==> src/design/irbl_pkg.sv <==
package irbl_pkg;

   localparam int MAP_SIZE_DEF        = 22;
   localparam int READ_LIMIT_DEF      = 32;
   localparam int SETTINGS_END_DEF    = 16;
   localparam int TIME_UNIT_TICKS_DEF = 10;

   localparam int MAP_IDX_W = 5;
   localparam int ELAPSED_W = 12;

   localparam logic [1:0] KIND_ADDR = 2'd0;
   localparam logic [1:0] KIND_DATA = 2'd1;
   localparam logic [1:0] KIND_READ = 2'd2;
   localparam logic [1:0] KIND_TICK = 2'd3;

   localparam int REG_LED_MODE = 7;
   localparam int REG_ON_TIME  = 8;
   localparam int REG_OFF_TIME = 9;
   localparam int REG_LOCK     = 'h14;
   localparam int REG_MODE     = 'h15;

   localparam logic [7:0] LED_MODE_DARK     = 8'd0;
   localparam logic [7:0] LED_MODE_STEADY   = 8'd1;
   localparam logic [7:0] LED_MODE_FLASH    = 8'd2;
   localparam logic [7:0] LED_MODE_PPS      = 8'd3;
   localparam logic [7:0] LED_MODE_LOCK     = 8'd4;
   localparam logic [7:0] LED_MODE_PPS_LOCK = 8'd5;

   localparam logic [7:0] DEF_LED_MODE = 8'd2;
   localparam logic [7:0] DEF_ON_TIME  = 8'd20;
   localparam logic [7:0] DEF_OFF_TIME = 8'd80;

   localparam logic [ELAPSED_W-1:0] ELAPSED_MAX = {ELAPSED_W{1'b1}};

   function automatic logic [7:0] reg_default(input logic [MAP_IDX_W-1:0] idx);
      logic [7:0] val;
      case (idx)
         5'd3:         val = 8'd1;
         5'd4:         val = 8'd10;
         5'd6:         val = 8'd1;
         5'd7:         val = DEF_LED_MODE;
         5'd8:         val = DEF_ON_TIME;
         5'd9:         val = DEF_OFF_TIME;
         default:      val = 8'd0;
      endcase
      return val;
   endfunction

endpackage

==> src/design/irbl_ram.sv <==
module irbl_ram #(
   parameter int WIDTH = 8,
   parameter int DEPTH = 22
) (
   input  logic                     clock,
   input  logic                     we,
   input  logic                     re,
   input  logic [$clog2(DEPTH)-1:0] addr,
   input  logic [WIDTH-1:0]         wdata,
   output logic [WIDTH-1:0]         rdata
);

   logic [WIDTH-1:0] mem [DEPTH];
   logic [WIDTH-1:0] rdata_ff;

   always_ff @(posedge clock) begin
      if (we) begin
         mem[addr] <= wdata;
      end
      if (re) begin
         rdata_ff <= mem[addr];
      end
   end

   assign rdata = rdata_ff;

endmodule

==> src/design/i2c_register_bank_with_led_core.sv <==
// Channel  Ports         Payload
// request  req_tvalid    tuser: kind, first_read
//          req_tready    tdata: data_byte, pps_seen, lock_detect, pll_mode
// response rsp_tvalid    tdata: read_data, read_valid, settings_changed,
//          rsp_tready           function_changed, led_on
//
// One transaction in flight: accepted in the idle state, finished in the exec state,
// when the registered map RAM read data is available. A new transaction is
// accepted only after the previous one has finished.
// A full response register holds the finishing cycle until rsp_tready.
// Synchronous reset restores the register defaults through per-entry valid bits.
module i2c_register_bank_with_led_core
   #(
   parameter int MAP_SIZE        = irbl_pkg::MAP_SIZE_DEF,
   parameter int READ_LIMIT      = irbl_pkg::READ_LIMIT_DEF,
   parameter int SETTINGS_END    = irbl_pkg::SETTINGS_END_DEF,
   parameter int TIME_UNIT_TICKS = irbl_pkg::TIME_UNIT_TICKS_DEF
) (
   input  logic        clock,
   input  logic        reset,
   input  logic        req_tvalid,
   output logic        req_tready,
   input  logic [2:0]  req_tuser,  // kind[1:0], first_read[2]
   input  logic [23:0] req_tdata,  // data_byte[7:0], pps_seen[8], lock_detect[9],
                                   // pll_mode[17:10], zero[23:18]
   output logic        rsp_tvalid,
   input  logic        rsp_tready,
   output logic [15:0] rsp_tdata   // read_data[7:0], read_valid[8], settings_changed[9],
                                   // function_changed[10], led_on[11], zero[15:12]
);
   import irbl_pkg::*;

   localparam int ADDR_W = $clog2(MAP_SIZE);
   localparam int CUR_W  = $clog2(MAP_SIZE + 1);
   localparam int CNT_W  = $clog2(READ_LIMIT + 1);

   localparam logic ST_IDLE = 1'b0;
   localparam logic ST_EXEC = 1'b1;

   logic                 state_ff, state_in;
   logic [ADDR_W-1:0]    start_ff, start_in;
   logic [CUR_W-1:0]     wcur_ff, wcur_in;
   logic                 wopen_ff, wopen_in;
   logic                 fpend_ff, fpend_in;
   logic [CUR_W-1:0]     rcur_ff, rcur_in;
   logic [CNT_W-1:0]     rcnt_ff, rcnt_in;
   logic                 led_ff, led_in;
   logic [ELAPSED_W-1:0] elapsed_ff, elapsed_in;
   logic [ELAPSED_W-1:0] timeout_ff, timeout_in;
   logic                 pps_ff, pps_in;
   logic [MAP_SIZE-1:0]  valid_ff, valid_in;
   logic [7:0]           mode_ff, mode_in;
   logic [7:0]           on_ff, on_in;
   logic [7:0]           off_ff, off_in;
   logic                 lock_ff, lock_in;
   logic [7:0]           pllm_ff, pllm_in;
   logic                 rd_ok_ff, rd_ok_in;
   logic [ADDR_W-1:0]    rd_idx_ff, rd_idx_in;
   logic                 sflag_ff, sflag_in;
   logic                 fflag_ff, fflag_in;
   logic                 rsp_valid_ff, rsp_valid_in;
   logic [15:0]          rsp_data_ff, rsp_data_in;

   logic                 accept;
   logic [1:0]           kind;
   logic                 first_read;
   logic [7:0]           data_byte;
   logic                 pps_seen;
   logic                 lock_detect;
   logic [7:0]           pll_mode;

   logic [CUR_W-1:0]     rd_cur;
   logic [CNT_W-1:0]     rd_cnt;
   logic                 rd_ok;
   logic                 wr_go;
   logic                 wr_ro;
   logic                 ram_we;
   logic                 ram_re;
   logic [ADDR_W-1:0]    ram_addr;
   logic [7:0]           ram_q;
   logic [7:0]           rd_byte;
   logic                 slot_free;

   logic [ELAPSED_W-1:0] el_inc;
   logic                 pend;
   logic                 led_evt;
   logic                 lvl_on;
   logic                 lvl_keep;
   logic [ELAPSED_W-1:0] on_ticks;
   logic [ELAPSED_W-1:0] off_ticks;

   assign kind        = req_tuser[1:0];
   assign first_read  = req_tuser[2];
   assign data_byte   = req_tdata[7:0];
   assign pps_seen    = req_tdata[8];
   assign lock_detect = req_tdata[9];
   assign pll_mode    = req_tdata[17:10];

   assign req_tready = (state_ff == ST_IDLE);
   assign accept     = req_tvalid && req_tready;
   assign slot_free  = !rsp_valid_ff || rsp_tready;

   assign rd_cur = first_read ? CUR_W'(start_ff) : rcur_ff;
   assign rd_cnt = first_read ? '0 : rcnt_ff;
   assign rd_ok  = (rd_cnt < CNT_W'(READ_LIMIT)) && (rd_cur < CUR_W'(MAP_SIZE));

   assign wr_go = wopen_ff && (wcur_ff < CUR_W'(MAP_SIZE));
   assign wr_ro = (wcur_ff == CUR_W'(REG_LOCK)) || (wcur_ff == CUR_W'(REG_MODE));

   assign ram_we   = accept && (kind == KIND_DATA) && wr_go && !wr_ro;
   assign ram_re   = accept && (kind == KIND_READ) && rd_ok;
   assign ram_addr = (kind == KIND_DATA) ? wcur_ff[ADDR_W-1:0] : rd_cur[ADDR_W-1:0];

   irbl_ram #(
      .WIDTH (8),
      .DEPTH (MAP_SIZE)
   ) u_map (
      .clock (clock),
      .we    (ram_we),
      .re    (ram_re),
      .addr  (ram_addr),
      .wdata (data_byte),
      .rdata (ram_q)
   );

   assign el_inc    = (elapsed_ff < ELAPSED_MAX) ? elapsed_ff + ELAPSED_W'(1) : elapsed_ff;
   assign pend      = pps_ff || pps_seen;
   assign led_evt   = (el_inc > timeout_ff) || pend;
   assign lvl_on    = (mode_ff == LED_MODE_STEADY) || (mode_ff == LED_MODE_FLASH) ||
                      (pend && mode_ff == LED_MODE_PPS) ||
                      (mode_ff == LED_MODE_LOCK && lock_detect) ||
                      (pend && mode_ff == LED_MODE_PPS_LOCK && lock_detect);
   assign lvl_keep  = !((mode_ff == LED_MODE_DARK) || (mode_ff == LED_MODE_FLASH) ||
                        (mode_ff == LED_MODE_PPS) ||
                        (mode_ff == LED_MODE_LOCK && !lock_detect) ||
                        (mode_ff == LED_MODE_PPS_LOCK));
   assign on_ticks  = ELAPSED_W'(on_ff * TIME_UNIT_TICKS);
   assign off_ticks = ELAPSED_W'(off_ff * TIME_UNIT_TICKS);

   always_comb begin
      if (!rd_ok_ff) begin
         rd_byte = 8'd0;
      end else if (rd_idx_ff == ADDR_W'(REG_LOCK)) begin
         rd_byte = {7'd0, lock_ff};
      end else if (rd_idx_ff == ADDR_W'(REG_MODE)) begin
         rd_byte = pllm_ff;
      end else if (valid_ff[rd_idx_ff]) begin
         rd_byte = ram_q;
      end else begin
         rd_byte = reg_default(MAP_IDX_W'(rd_idx_ff));
      end
   end

   always_comb begin
      state_in     = state_ff;
      start_in     = start_ff;
      wcur_in      = wcur_ff;
      wopen_in     = wopen_ff;
      fpend_in     = fpend_ff;
      rcur_in      = rcur_ff;
      rcnt_in      = rcnt_ff;
      led_in       = led_ff;
      elapsed_in   = elapsed_ff;
      timeout_in   = timeout_ff;
      pps_in       = pps_ff;
      valid_in     = valid_ff;
      mode_in      = mode_ff;
      on_in        = on_ff;
      off_in       = off_ff;
      lock_in      = lock_ff;
      pllm_in      = pllm_ff;
      rd_ok_in     = rd_ok_ff;
      rd_idx_in    = rd_idx_ff;
      sflag_in     = sflag_ff;
      fflag_in     = fflag_ff;
      rsp_valid_in = rsp_tready ? 1'b0 : rsp_valid_ff;
      rsp_data_in  = rsp_data_ff;

      case (state_ff)
         ST_IDLE: begin
            if (accept) begin
               state_in = ST_EXEC;
               rd_ok_in = 1'b0;
               sflag_in = 1'b0;
               fflag_in = 1'b0;
               case (kind)
                  KIND_ADDR: begin
                     if (data_byte < 8'(MAP_SIZE)) begin
                        start_in = data_byte[ADDR_W-1:0];
                        wcur_in  = CUR_W'(data_byte);
                        wopen_in = 1'b1;
                        fpend_in = 1'b1;
                     end else begin
                        wopen_in = 1'b0;
                        fpend_in = 1'b0;
                     end
                  end
                  KIND_DATA: begin
                     if (wopen_ff && fpend_ff) begin
                        fflag_in = 1'b1;
                        sflag_in = (CUR_W'(start_ff) < CUR_W'(SETTINGS_END));
                        fpend_in = 1'b0;
                     end
                     if (wr_go) begin
                        wcur_in = wcur_ff + CUR_W'(1);
                        if (!wr_ro) begin
                           valid_in[wcur_ff[ADDR_W-1:0]] = 1'b1;
                        end
                        if (wcur_ff == CUR_W'(REG_LED_MODE)) begin
                           mode_in = data_byte;
                        end
                        if (wcur_ff == CUR_W'(REG_ON_TIME)) begin
                           on_in = data_byte;
                        end
                        if (wcur_ff == CUR_W'(REG_OFF_TIME)) begin
                           off_in = data_byte;
                        end
                     end
                  end
                  KIND_READ: begin
                     if (first_read) begin
                        wopen_in = 1'b0;
                        fpend_in = 1'b0;
                     end
                     rcur_in   = rd_cur;
                     rcnt_in   = rd_cnt;
                     rd_ok_in  = rd_ok;
                     rd_idx_in = rd_cur[ADDR_W-1:0];
                     if (rd_ok) begin
                        rcur_in = rd_cur + CUR_W'(1);
                        rcnt_in = rd_cnt + CNT_W'(1);
                     end
                  end
                  KIND_TICK: begin
                     lock_in    = lock_detect;
                     pllm_in    = pll_mode;
                     elapsed_in = el_inc;
                     pps_in     = pend;
                     if (led_evt) begin
                        led_in     = led_ff ? lvl_keep : lvl_on;
                        timeout_in = led_ff ? off_ticks : on_ticks;
                        elapsed_in = '0;
                        pps_in     = 1'b0;
                     end
                  end
                  default: begin
                  end
               endcase
            end
         end
         ST_EXEC: begin
            if (slot_free) begin
               state_in     = ST_IDLE;
               rsp_valid_in = 1'b1;
               rsp_data_in  = {4'd0, led_ff, fflag_ff, sflag_ff, rd_ok_ff, rd_byte};
            end
         end
         default: begin
            state_in = ST_IDLE;
         end
      endcase
   end

   always_ff @(posedge clock) begin
      if (reset) begin
         state_ff     <= ST_IDLE;
         start_ff     <= '0;
         wcur_ff      <= '0;
         wopen_ff     <= 1'b0;
         fpend_ff     <= 1'b0;
         rcur_ff      <= '0;
         rcnt_ff      <= '0;
         led_ff       <= 1'b0;
         elapsed_ff   <= '0;
         timeout_ff   <= '0;
         pps_ff       <= 1'b0;
         valid_ff     <= '0;
         mode_ff      <= DEF_LED_MODE;
         on_ff        <= DEF_ON_TIME;
         off_ff       <= DEF_OFF_TIME;
         lock_ff      <= 1'b0;
         pllm_ff      <= 8'd0;
         rsp_valid_ff <= 1'b0;
      end else begin
         state_ff     <= state_in;
         start_ff     <= start_in;
         wcur_ff      <= wcur_in;
         wopen_ff     <= wopen_in;
         fpend_ff     <= fpend_in;
         rcur_ff      <= rcur_in;
         rcnt_ff      <= rcnt_in;
         led_ff       <= led_in;
         elapsed_ff   <= elapsed_in;
         timeout_ff   <= timeout_in;
         pps_ff       <= pps_in;
         valid_ff     <= valid_in;
         mode_ff      <= mode_in;
         on_ff        <= on_in;
         off_ff       <= off_in;
         lock_ff      <= lock_in;
         pllm_ff      <= pllm_in;
         rsp_valid_ff <= rsp_valid_in;
      end
      rd_ok_ff    <= rd_ok_in;
      rd_idx_ff   <= rd_idx_in;
      sflag_ff    <= sflag_in;
      fflag_ff    <= fflag_in;
      rsp_data_ff <= rsp_data_in;
   end

   assign rsp_tvalid = rsp_valid_ff;
   assign rsp_tdata  = rsp_data_ff;

`ifndef NO_ASSERTIONS
   a_exec_follows_accept: assert property (@(posedge clock) disable iff (reset)
      $rose(state_ff) |-> $past(accept))
      else $error("finishing cycle entered without an accepted transaction");

   a_wcur_bound: assert property (@(posedge clock) disable iff (reset)
      wcur_ff <= CUR_W'(MAP_SIZE))
      else $error("write cursor beyond map end");

   a_rcnt_bound: assert property (@(posedge clock) disable iff (reset)
      rcnt_ff <= CNT_W'(READ_LIMIT))
      else $error("read count beyond limit");

   a_flags: assert property (@(posedge clock) disable iff (reset)
      rsp_tvalid && rsp_tdata[9] |-> rsp_tdata[10] && !rsp_tdata[8])
      else $error("settings flag without function flag, or on a read");
`endif

endmodule

==> config.mk <==
export PLATFORM = sky130hd
export DESIGN_NAME = i2c_register_bank_with_led_core
export DESIGN_NICKNAME = d
export VERILOG_FILES = /design/src/design/irbl_pkg.sv /design/src/design/irbl_ram.sv /design/src/design/i2c_register_bank_with_led_core.sv
export SDC_FILE = /design/constraint.sdc
export NUM_CORES = 1
export LEC_CHECK = 0
export ABC_CLOCK_PERIOD_IN_PS = 6300
export BUFFER_PORTS_ARGS = -buffer_cell sky130_fd_sc_hd__buf_4
export CORE_UTILIZATION = 30
export CTS_CLUSTER_DIAMETER = 200
export CTS_CLUSTER_SIZE = 28
export DETAILED_ROUTE_END_ITERATION = 16
export HOLD_SLACK_MARGIN = 0.02
export PLACE_DENSITY = 0.51
export SETUP_SLACK_MARGIN = 0.4
export SLEW_MARGIN = 20
export SYNTH_ARGS = -nofsm -noshare
export SYNTH_HDL_FRONTEND = slang
export SYNTH_SLANG_ARGS = --single-unit
==> constraint.sdc <==
create_clock -name clock -period 6.3 [get_ports clock]
set_input_delay 0.315 -clock clock [delete_from_list [all_inputs] [get_ports clock]]
set_output_delay 0.315 -clock clock [all_outputs]
set_load 0.05 [all_outputs]
==> results of run 1 <==
[report_power, final]
group / internal (mW) / switching (mW) / total [mW]
logic: 0.0806 / 0.175 / 0.256
clock network: 0.457 / 0.642 / 1.10
registers: 2.17 / 0.0162 / 2.19
total: 2.71 / 0.833 / 3.54
[worst max-delay path, stage by stage (launching register included)]
cell and delay (ns):
dfxtp_1 0.60, ha_1 0.27, nand3_1 0.25, or4_4 0.64, nand2_1 0.11, nor2_1 0.07
xor2_1 0.16, ha_1 0.30, nand2_1 0.09, o21ai_0 0.17, nor3b_1 0.53, o41a_1 0.64
nand4_1 0.15, a31o_1 0.25
[area by class of cell]
type | count | area [sq um] | share of cell area [%]
clock buffer | 21 | 398 | 2.59
multi-input combinational | 733 | 5440 | 35.5
clock inverter | 1 | 30.0 | 0.196
tap | 607 | 759 | 4.95
inverter | 33 | 124 | 0.807
sequential | 309 | 8230 | 53.6
timing repair buffer | 48 | 360 | 2.35
[metrics by stage]
step	hold slack (ns)	cell area, sq um	utilization [%]	worst slack [ns]
floorplan	0.400	14100	-	2.84
global placement	0.423	14900	32.1	1.99
detailed placement	0.428	14900	32.1	1.96
CTS	0.0278	15300	33.0	1.93
global route	0.0257	15300	33.0	1.57
finish	0.0465	15300	33.0	1.94
[cell families (layout without fill, tap and decap cells)]
logic type | after synthesis | in the layout | share of synthesized area, %
AO/OA/AOI/OAI | 203 | 203 | 9.29
XOR/XNOR | 15 | 15 | 1.07
adder cells (fa/ha/maj) | 49 | 49 | 4.46
buffers and inverters | 97 | 103 | 3.14
flip-flops | 309 | 309 | 58.4
multiplexers | 96 | 96 | 11.0
other | 1 | 4 | 0.0266
AND/OR/NAND/NOR | 366 | 366 | 12.6
[sequential cells by signal, indices dropped and copies added (netlist names), 5 cells and up]
| signal | count |
|---|---|
| elapsed_ff | 12 |
| mode_ff | 8 |
| off_ff | 8 |
| on_ff | 8 |
| pllm_ff | 8 |
| rcnt_ff | 6 |
| rcur_ff | 5 |
| rd_idx_ff | 5 |
| rsp_tdata | 12 |
| start_ff | 5 |
| timeout_ff | 11 |
| u_map.mem | 176 |
| u_map.rdata | 8 |
| valid_ff | 22 |
| wcur_ff | 5 |
[per-layer routing]
metal | wire length [um] | up-vias | share of wire (%) | track usage [%]
met3 | 1420 | 23 | 4.5 | 1.78
met4 | 331 | 0 | 1.0 | 1.74
met5 | 0 | - | 0 | 0
li1 | - | 4220 | - | -
met1 | 15400 | 4341 | 49 | 19.2
met2 | 14500 | 186 | 46 | 21.3
[worst max path at each step]
stage / from / endpoint / slack, ns / depth (start not counted)
2_1_floorplan: elapsed_ff[1] / timeout_ff[10] / 2.84 / 15
3_3_place_gp: elapsed_ff[0] / elapsed_ff[0] / 1.99 / 11
3_5_place_dp: elapsed_ff[0] / elapsed_ff[5] / 1.96 / 11
4_1_cts: elapsed_ff[0] / elapsed_ff[0] / 1.93 / 11
5_1_grt: elapsed_ff[0] / led_ff / 1.57 / 13
6_report: elapsed_ff[0] / led_ff / 1.94 / 13
[cell usage in the layout (no fill, tap or decap), types with 4 or more instances in the layout]
cell	instances
a211oi_1	7
a211oi_2	7
a21oi_1	94
a21oi_2	9
a22oi_1	5
a31oi_1	5
and2_1	9
and3_1	5
buf_4	48
clkbuf_1	6
clkbuf_16	15
conb_1	4
dfxtp_1	105
edfxtp_1	204
ha_1	47
inv_1	31
mux2_2	9
mux2i_1	40
mux4_2	45
nand2_1	117
nand2b_1	6
nand3_1	27
nand3b_1	5
nand4_1	30
nor2_1	93
nor2b_1	18
nor3_1	16
nor3b_1	8
nor4_1	8
o211ai_1	7
o21a_1	5
o21ai_0	32
or3_1	6
xnor2_1	8
xor2_1	6
==> flow_metrics.env, run 1 <==
export IMPL_gr_total_overflow=0
export IMPL_drive_above_1_share_pct=13.4
export IMPL_yosys_top_cells_count="edfxtp_1, nand2_1, dfxtp_1"
export IMPL_holdPathStages=3
export IMPL_htree_levels=1
export IMPL_rr_worst_depth=13
export IMPL_skew_ns=0.0431
export IMPL_finalSetupTns_ns=0
export IMPL_fp_row_count=79
export IMPL_rr_endpoint="led_ff"
export IMPL_diodes=0
export IMPL_syn_to_final_growth_pct=8.85
export IMPL_vias=8770
export IMPL_rrSetupSlack_ns=1.94
export IMPL_grt_max_degree=71
export IMPL_postCtsResizedCells=0
export IMPL_initial_core_util_pct=30.3
export IMPL_ir_drop_mv=0.133
export IMPL_power_density_nw_per_um2=231
export IMPL_postCtsSetupBuffers=0
export IMPL_synth_cell_types=78
export IMPL_worstPathRequired_ns=6.71
export IMPL_synth_area_leaders="edfxtp_1, dfxtp_1, mux4_2"
export IMPL_synth_avg_cell_area_sq_um=12.4
export IMPL_synthFlopType="edfxtp_1"
export IMPL_drtIter0Drc=767
export IMPL_fp_dieW_um=219
export IMPL_synth_top_area_share_pct=43.5
export IMPL_clockBufferDepth=3
export IMPL_rsz0062_at_grt="no"
export IMPL_yosysWarnings=0
export IMPL_io_buffers=38
export IMPL_max_slew_margin_pct=41.2
export IMPL_antenna_found_initial=1
export IMPL_synth_area_sq_um=14100
export IMPL_cp_arrival_ns=4.76
export IMPL_totalPowerFinal_mw=3.54
export IMPL_path_clk_slew_ns=0.12
export IMPL_synthCells=1136
export IMPL_root_buffer="clkbuf_16"
export IMPL_hold_path_class="input port to register"
export IMPL_antenna_left=0
export IMPL_power_leakage_nw=5.08
export IMPL_cts_sinks=309
export IMPL_maxCapViolCount=0
export IMPL_hold_end="pllm_ff[2]"
export IMPL_status="complete, no violations"
export IMPL_track_usage_pct=13.2
export IMPL_fmaxAchievable_mhz=230
export IMPL_finalNonFillerCells=1752
export IMPL_setup_viol=0
export IMPL_route_detailed_drc=0
export IMPL_hold_viol_final=0
export IMPL_globalplace_congestion=0.778
export IMPL_firstDrtPassIters=5
export IMPL_drt_wl_total_um=31600
export IMPL_synth_seq_cells=309
export IMPL_core_area_sq_um=46500
export IMPL_fp_dieH_um=219
export IMPL_wire_per_inst_um=18.1
export IMPL_hold_buffers=0
export IMPL_placedCellCount=1730
export IMPL_grt_pass1_wl_um=49300
export IMPL_die_area_sq_um=47900
export IMPL_worst_slew_pin_slew_ns=0.879
export IMPL_clk_latency_ns=0.51
export IMPL_r2r_start="elapsed_ff[0]"
export IMPL_worst_setup_path_type="register to register"
export IMPL_dp_hpwl_um=20700
export IMPL_cts_buffers_inserted=15
export IMPL_end_kind="register"
export IMPL_io_pin_count=49
export IMPL_cp_start_kind="register"
export IMPL_worst_path_max_fanout=12
export IMPL_slew_viol_final=0
export IMPL_ys_seq_area_share_pct=58.4
export IMPL_tritoncts="done"
export IMPL_synth_edff_count=204
export IMPL_grt_pass1_vias=8452
export IMPL_via_per_inst=5.01
export IMPL_post_route_min_period_ns=4.36
export IMPL_holdCritStartpoint="req_tdata[12]"
export IMPL_min_period_over_period_pct=69.2
export IMPL_async_flop_share_pct=0
export IMPL_fin_nets=1220
export IMPL_synth_most_common_cell="edfxtp_1"
export IMPL_fillCellCount=4645
export IMPL_synth_top_area_cell="edfxtp_1"
Note: power is estimated with default switching activity, not from simulation.
==> inputs of run 2 (changes only) <==
ABC_CLOCK_PERIOD_IN_PS = 4100   (was 6300)
clock period = 4.1 ns   (was 6.3 ns; I/O delays follow)
==> flow_metrics.env, run 2 (synthesis results as in run 1) <==
export IMPL_status="complete, no violations"
export IMPL_top_register="u_map.mem"
export IMPL_rrSetupSlack_ns=0.60
export IMPL_route_detailed_drc=0
export IMPL_ir_drop_mv=0.275
export IMPL_maxCapViolCount=0
export IMPL_hold_viol_final=0
export IMPL_fin_nets=1245
export IMPL_worstPathRequired_ns=4.54
export IMPL_antenna_left=0
export IMPL_rsz0062_at_grt="no"
export IMPL_wire_per_inst_um=18.0
export IMPL_path_clk_slew_ns=0.11
export IMPL_fp_row_count=79
export IMPL_hold_path_class="input port to register"
export IMPL_largest_reg_flops=176
export IMPL_cpLargestDelayFamily="simple AND/OR/NAND/NOR gates"
export IMPL_cts_buffers_inserted=15
export IMPL_totalPowerFinal_mw=5.48
export IMPL_io_pin_count=49
export IMPL_globalplace_congestion=0.772
export IMPL_firstDrtPassIters=5
export IMPL_holdPathStages=2
export IMPL_root_buffer="clkbuf_16"
export IMPL_finalSetupTns_ns=0
export IMPL_fin_hold_ws_ns=0.0802
export IMPL_rr_worst_depth=14
export IMPL_finalNonFillerCells=1777
export IMPL_die_area_sq_um=47900
export IMPL_rr_endpoint="timeout_ff[7]"
export IMPL_drtIter0Drc=693
export IMPL_largestRegisters="u_map.mem (176), valid_ff (22)"
export IMPL_cp_start_kind="register"
export IMPL_diodes=0
export IMPL_power_leakage_nw=5.22
export IMPL_dp_hpwl_um=21100
export IMPL_clockBufferDepth=3
export IMPL_clk_latency_ns=0.52
export IMPL_final_cell_mix="edfxtp_1, nand2_1, dfxtp_1"
export IMPL_cp_arrival_ns=3.93
export IMPL_core_area_sq_um=46500
export IMPL_slew_viol_final=0
export IMPL_placedCellCount=1743
export IMPL_drive_above_1_share_pct=14.8
export IMPL_syn_to_final_growth_pct=10.9
export IMPL_io_buffers=38
export IMPL_min_period_over_period_pct=85.3
export IMPL_setup_viol=0
export IMPL_r2r_start="elapsed_ff[1]"
export IMPL_gr_total_overflow=0
export IMPL_worst_slew_pin_slew_ns=0.848
export IMPL_grt_max_degree=71
export IMPL_drt_wl_total_um=32100
export IMPL_fp_dieH_um=219
export IMPL_tritoncts="done"
export IMPL_holdCritStartpoint="reset"
export IMPL_antenna_found_initial=0
export IMPL_htree_levels=1
export IMPL_worst_setup_path_type="register to register"
export IMPL_via_per_inst=4.96
export IMPL_hold_end="valid_ff[6]"
export IMPL_fp_dieW_um=219
export IMPL_end_kind="register"
export IMPL_grt_pass1_wl_um=50300
export IMPL_post_route_min_period_ns=3.50
export IMPL_initial_core_util_pct=30.3
export IMPL_post_route_util_pct=33.7
export IMPL_crit_buf_inv=1
export IMPL_path_cells="ha_1 > nand3_4 > or4_4 > nand2_1 > nor2_1 > xor2_1 > ha_1 > nand2_1 > or3_1 > o21ai_4 > o41a_1 > buf_4 > a21oi_1 > a311oi_2"
export IMPL_critical_path_slowest_cell="or4_4"
export IMPL_max_stage_delay_ns=0.59
export IMPL_worst_path_max_fanout=12
export IMPL_max_slew_margin_pct=43.5
export IMPL_track_usage_pct=13.5
export IMPL_power_density_nw_per_um2=350
export IMPL_skew_ns=0.0441
export IMPL_vias=8814
export IMPL_grt_pass1_vias=8573
export IMPL_cts_sinks=309
export IMPL_final_common_cell="edfxtp_1"
export IMPL_fmaxAchievable_mhz=286
==> run 2: what timing repair did <==
action                                  in CTS  in global routing
endpoints found under the hold margin       11                  0
pin swaps                                    0                  1
hold buffers                                11                  0
endpoints found under the setup margin      10                 24
setup buffers                                0                  1
gates resized for setup                      2                  8
==> run 2: routing by layer <==
layer,GRT usage (%),wire length (um),vias to the layer above
met5,0,0,-
met4,1.44,295,0
met3,2.13,1380,22
met2,21.7,14700,166
met1,19.5,15600,4358
li1,-,-,4268
==> run 2: layout make-up <==
| type | count | area [sq um] |
|---|---|---|
| fillers | 4560 | 30800 |
| flip-flops and latches | 309 | 8230 |
| multi-input cells | 733 | 5490 |
| well taps | 607 | 759 |
| repair buffers | 73 | 601 |
| clock buffers | 21 | 398 |
| inverters | 33 | 124 |
| clock inverters | 1 | 30.0 |
==> run 2: how the worst max path moves through the flow <==
stage,startpoint,end,slack [ns],depth (start not counted)
global placement,elapsed_ff[1],led_ff,0.40,14
finish,elapsed_ff[1],timeout_ff[7],0.60,14
CTS,elapsed_ff[1],timeout_ff[7],0.40,14
detailed placement,elapsed_ff[1],led_ff,0.35,14
floorplan,elapsed_ff[1],timeout_ff[10],0.64,15
global route,elapsed_ff[1],timeout_ff[7],0.40,14
==> run 2: metrics by stage <==
step / area, sq um / setup slack (ns)
after detailed placement: 15000 / 0.352
after global routing: 15600 / 0.399
after floorplan: 14100 / 0.637
final: 15600 / 0.604
after global placement: 15000 / 0.398
after CTS: 15600 / 0.402
==> run 2: report_power, final <==
part | internal (mW) | switching (mW)
Clock | 0.702 | 0.994
Combinational | 0.140 | 0.276
Sequential | 3.34 | 0.0248
==> inputs of run 3 (changes only) <==
SYNTH_HIERARCHICAL = 1   (was not set)
==> flow_metrics.env, run 3 <==
export IMPL_finalSetupTns_ns=0
export IMPL_io_buffers=38
export IMPL_post_route_util_pct=33.8
export IMPL_path_clk_slew_ns=0.11
export IMPL_ir_drop_mv=0.313
export IMPL_tritoncts="done"
export IMPL_crit_buf_inv=0
export IMPL_synth_area_leaders="edfxtp_1, dfxtp_1, mux2i_1"
export IMPL_setup_viol=0
export IMPL_core_area_sq_um=45800
export IMPL_multi_input_area_sq_um=5400
export IMPL_fp_row_count=78
export IMPL_slew_viol_final=0
export IMPL_final_cell_mix="edfxtp_1, nor2_1, dfxtp_1"
export IMPL_fp_dieH_um=218
export IMPL_synth_seq_cells=309
export IMPL_die_area_sq_um=47700
export IMPL_root_buffer="clkbuf_16"
export IMPL_min_period_over_period_pct=84.1
export IMPL_dp_hpwl_um=20800
export IMPL_globalplace_congestion=0.804
export IMPL_critical_path_slowest_cell="or4_1"
export IMPL_cts_sinks=309
export IMPL_synth_avg_cell_area_sq_um=12.0
export IMPL_clk_latency_ns=0.52
export IMPL_diodes=0
export IMPL_fmaxAchievable_mhz=290
export IMPL_worst_slew_pin_slew_ns=1.14
export IMPL_worst_setup_path_type="register to register"
export IMPL_post_route_min_period_ns=3.45
export IMPL_power_density_nw_per_um2=354
export IMPL_fillCellCount=4525
export IMPL_drtIter0Drc=673
export IMPL_cp_start_kind="register"
export IMPL_end_kind="register"
export IMPL_ys_seq_area_share_pct=58.5
export IMPL_skew_ns=0.0387
export IMPL_io_pin_count=49
export IMPL_grt_max_degree=61
export IMPL_synth_most_common_cell="edfxtp_1"
export IMPL_cts_buffers_inserted=15
export IMPL_maxCapViolCount=0
export IMPL_synth_top_area_share_pct=43.6
export IMPL_power_leakage_nw=5.23
export IMPL_synthCells=1169
export IMPL_clockBufferDepth=3
export IMPL_grt_pass1_wl_um=49300
export IMPL_track_usage_pct=13.2
export IMPL_final_common_cell="edfxtp_1"
export IMPL_synthFlopType="edfxtp_1"
export IMPL_max_stage_delay_ns=0.40
export IMPL_synth_cell_types=71
export IMPL_async_flop_share_pct=0
export IMPL_antenna_left=0
export IMPL_vias=8834
export IMPL_largest_reg_flops=176
export IMPL_hold_path_class="input port to register"
export IMPL_yosysWarnings=6
export IMPL_gr_total_overflow=0
export IMPL_htree_levels=1
export IMPL_synth_area_sq_um=14100
export IMPL_regArea_sq_um=8230
export IMPL_antenna_found_initial=1
export IMPL_drive_above_1_share_pct=10.4
export IMPL_cp_arrival_ns=3.90
export IMPL_initial_core_util_pct=30.7
export IMPL_drt_wl_total_um=31400
export IMPL_route_detailed_drc=0
export IMPL_yosys_top_cells_count="edfxtp_1, nor2_1, dfxtp_1"
export IMPL_worst_path_max_fanout=8
export IMPL_fin_nets=1265
export IMPL_worstPathRequired_ns=4.55
export IMPL_fp_dieW_um=218
export IMPL_max_slew_margin_pct=24.2
export IMPL_firstDrtPassIters=4
export IMPL_synth_top_area_cell="edfxtp_1"
export IMPL_cpLargestDelayFamily="simple AND/OR/NAND/NOR gates"
export IMPL_wire_per_inst_um=17.5
export IMPL_rsz0062_at_grt="yes"
export IMPL_largestRegisters="u_map/mem (176), valid_ff (22)"
export IMPL_synth_edff_count=204
export IMPL_status="complete, no violations"
export IMPL_grt_pass1_vias=8607
export IMPL_path_cells="ha_1 > and3_1 > and3_4 > nor2_2 > nand4_1 > xnor2_2 > ha_1 > and4_1 > and3_1 > a221oi_2 > a2bb2oi_1 > or2_1 > or4_1 > a31oi_1"
export IMPL_top_register="u_map/mem"
export IMPL_syn_to_final_growth_pct=10.2
export IMPL_via_per_inst=4.94
export IMPL_hold_viol_final=0
run 3: layer usage:
metal | track usage, % | share of wire (%) | up-vias
li1 | - | - | 4355
met4 | 2.66 | 1.7 | 0
met5 | 0 | 0 | -
met2 | 20.9 | 44 | 137
met3 | 1.64 | 3.3 | 26
met1 | 19.1 | 51 | 4316
run 3: logic make-up after synthesis:
| kind of cell | after synthesis | share of synthesized area [%] |
|---|---|---|
| AO/OA/AOI/OAI | 229 | 10.5 |
| multiplexers | 120 | 10.2 |
| adder cells (fa/ha/maj) | 49 | 4.47 |
| AND/OR/NAND/NOR | 342 | 11.9 |
| other | 1 | 0.0267 |
| buffers and inverters | 105 | 3.48 |
| XOR/XNOR | 14 | 0.872 |
| flip-flops | 309 | 58.5 |
run 3: repair_timing:
action / in CTS / in global routing
buffers inserted: 0 / 1
gates resized for setup: 0 / 8
hold endpoints to repair: 12 / 0
hold buffers: 12 / 0
setup endpoints to repair: 0 / 21
run 3: cell type report:
class / instances / area share (%)
clock buffers: 19 / 2.52
clock inverters: 2 / 0.251
inverters: 34 / 0.824
multi-input cells: 758 / 34.9
flip-flops and latches: 309 / 53.1
well taps: 600 / 4.85
repair buffers: 67 / 3.52
run 3: per-stage QoR:
step	area [sq um]	hold WS, ns	setup WS (ns)	cells	total power, mW
floorplan	14100	0.304	0.698	1172	3.72
global placement	14900	0.410	0.494	1755	3.86
detailed placement	14900	0.410	0.491	1755	3.87
CTS	15400	0.0665	0.426	1788	5.56
global route	15500	0.0636	0.384	1789	5.68
finish	15500	0.0785	0.654	1789	5.49
run 3: worst register-to-register path, delay by kind of cell (launching register included):
| family | cells | cell delay (ns) |
|---|---|---|
| AO/OA/AOI/OAI | 3 | 0.54 |
| XOR/XNOR | 1 | 0.23 |
| adder cells (fa/ha/maj) | 2 | 0.49 |
| flip-flops | 1 | 0.37 |
| AND/OR/NAND/NOR | 8 | 1.75 |
run 3: worst paths after layout:
path | start | to | slack (ns) | depth (start not counted)
setup / recovery | elapsed_ff[0] | elapsed_ff[7] | 0.65 | 14
hold / removal | req_tdata[6] | u_map/mem[21][6] | 0.08 | 1
setup reg to reg | elapsed_ff[0] | elapsed_ff[7] | 0.65 | 14
hold reg to reg | sflag_ff | rsp_tdata[9] | 0.44 | 0
run 3: power by group:
group	leakage [nW]	internal, mW	switching (mW)
Sequential	2.69	3.34	0.0281
Combinational	2.33	0.155	0.279
Clock	0.206	0.699	0.983
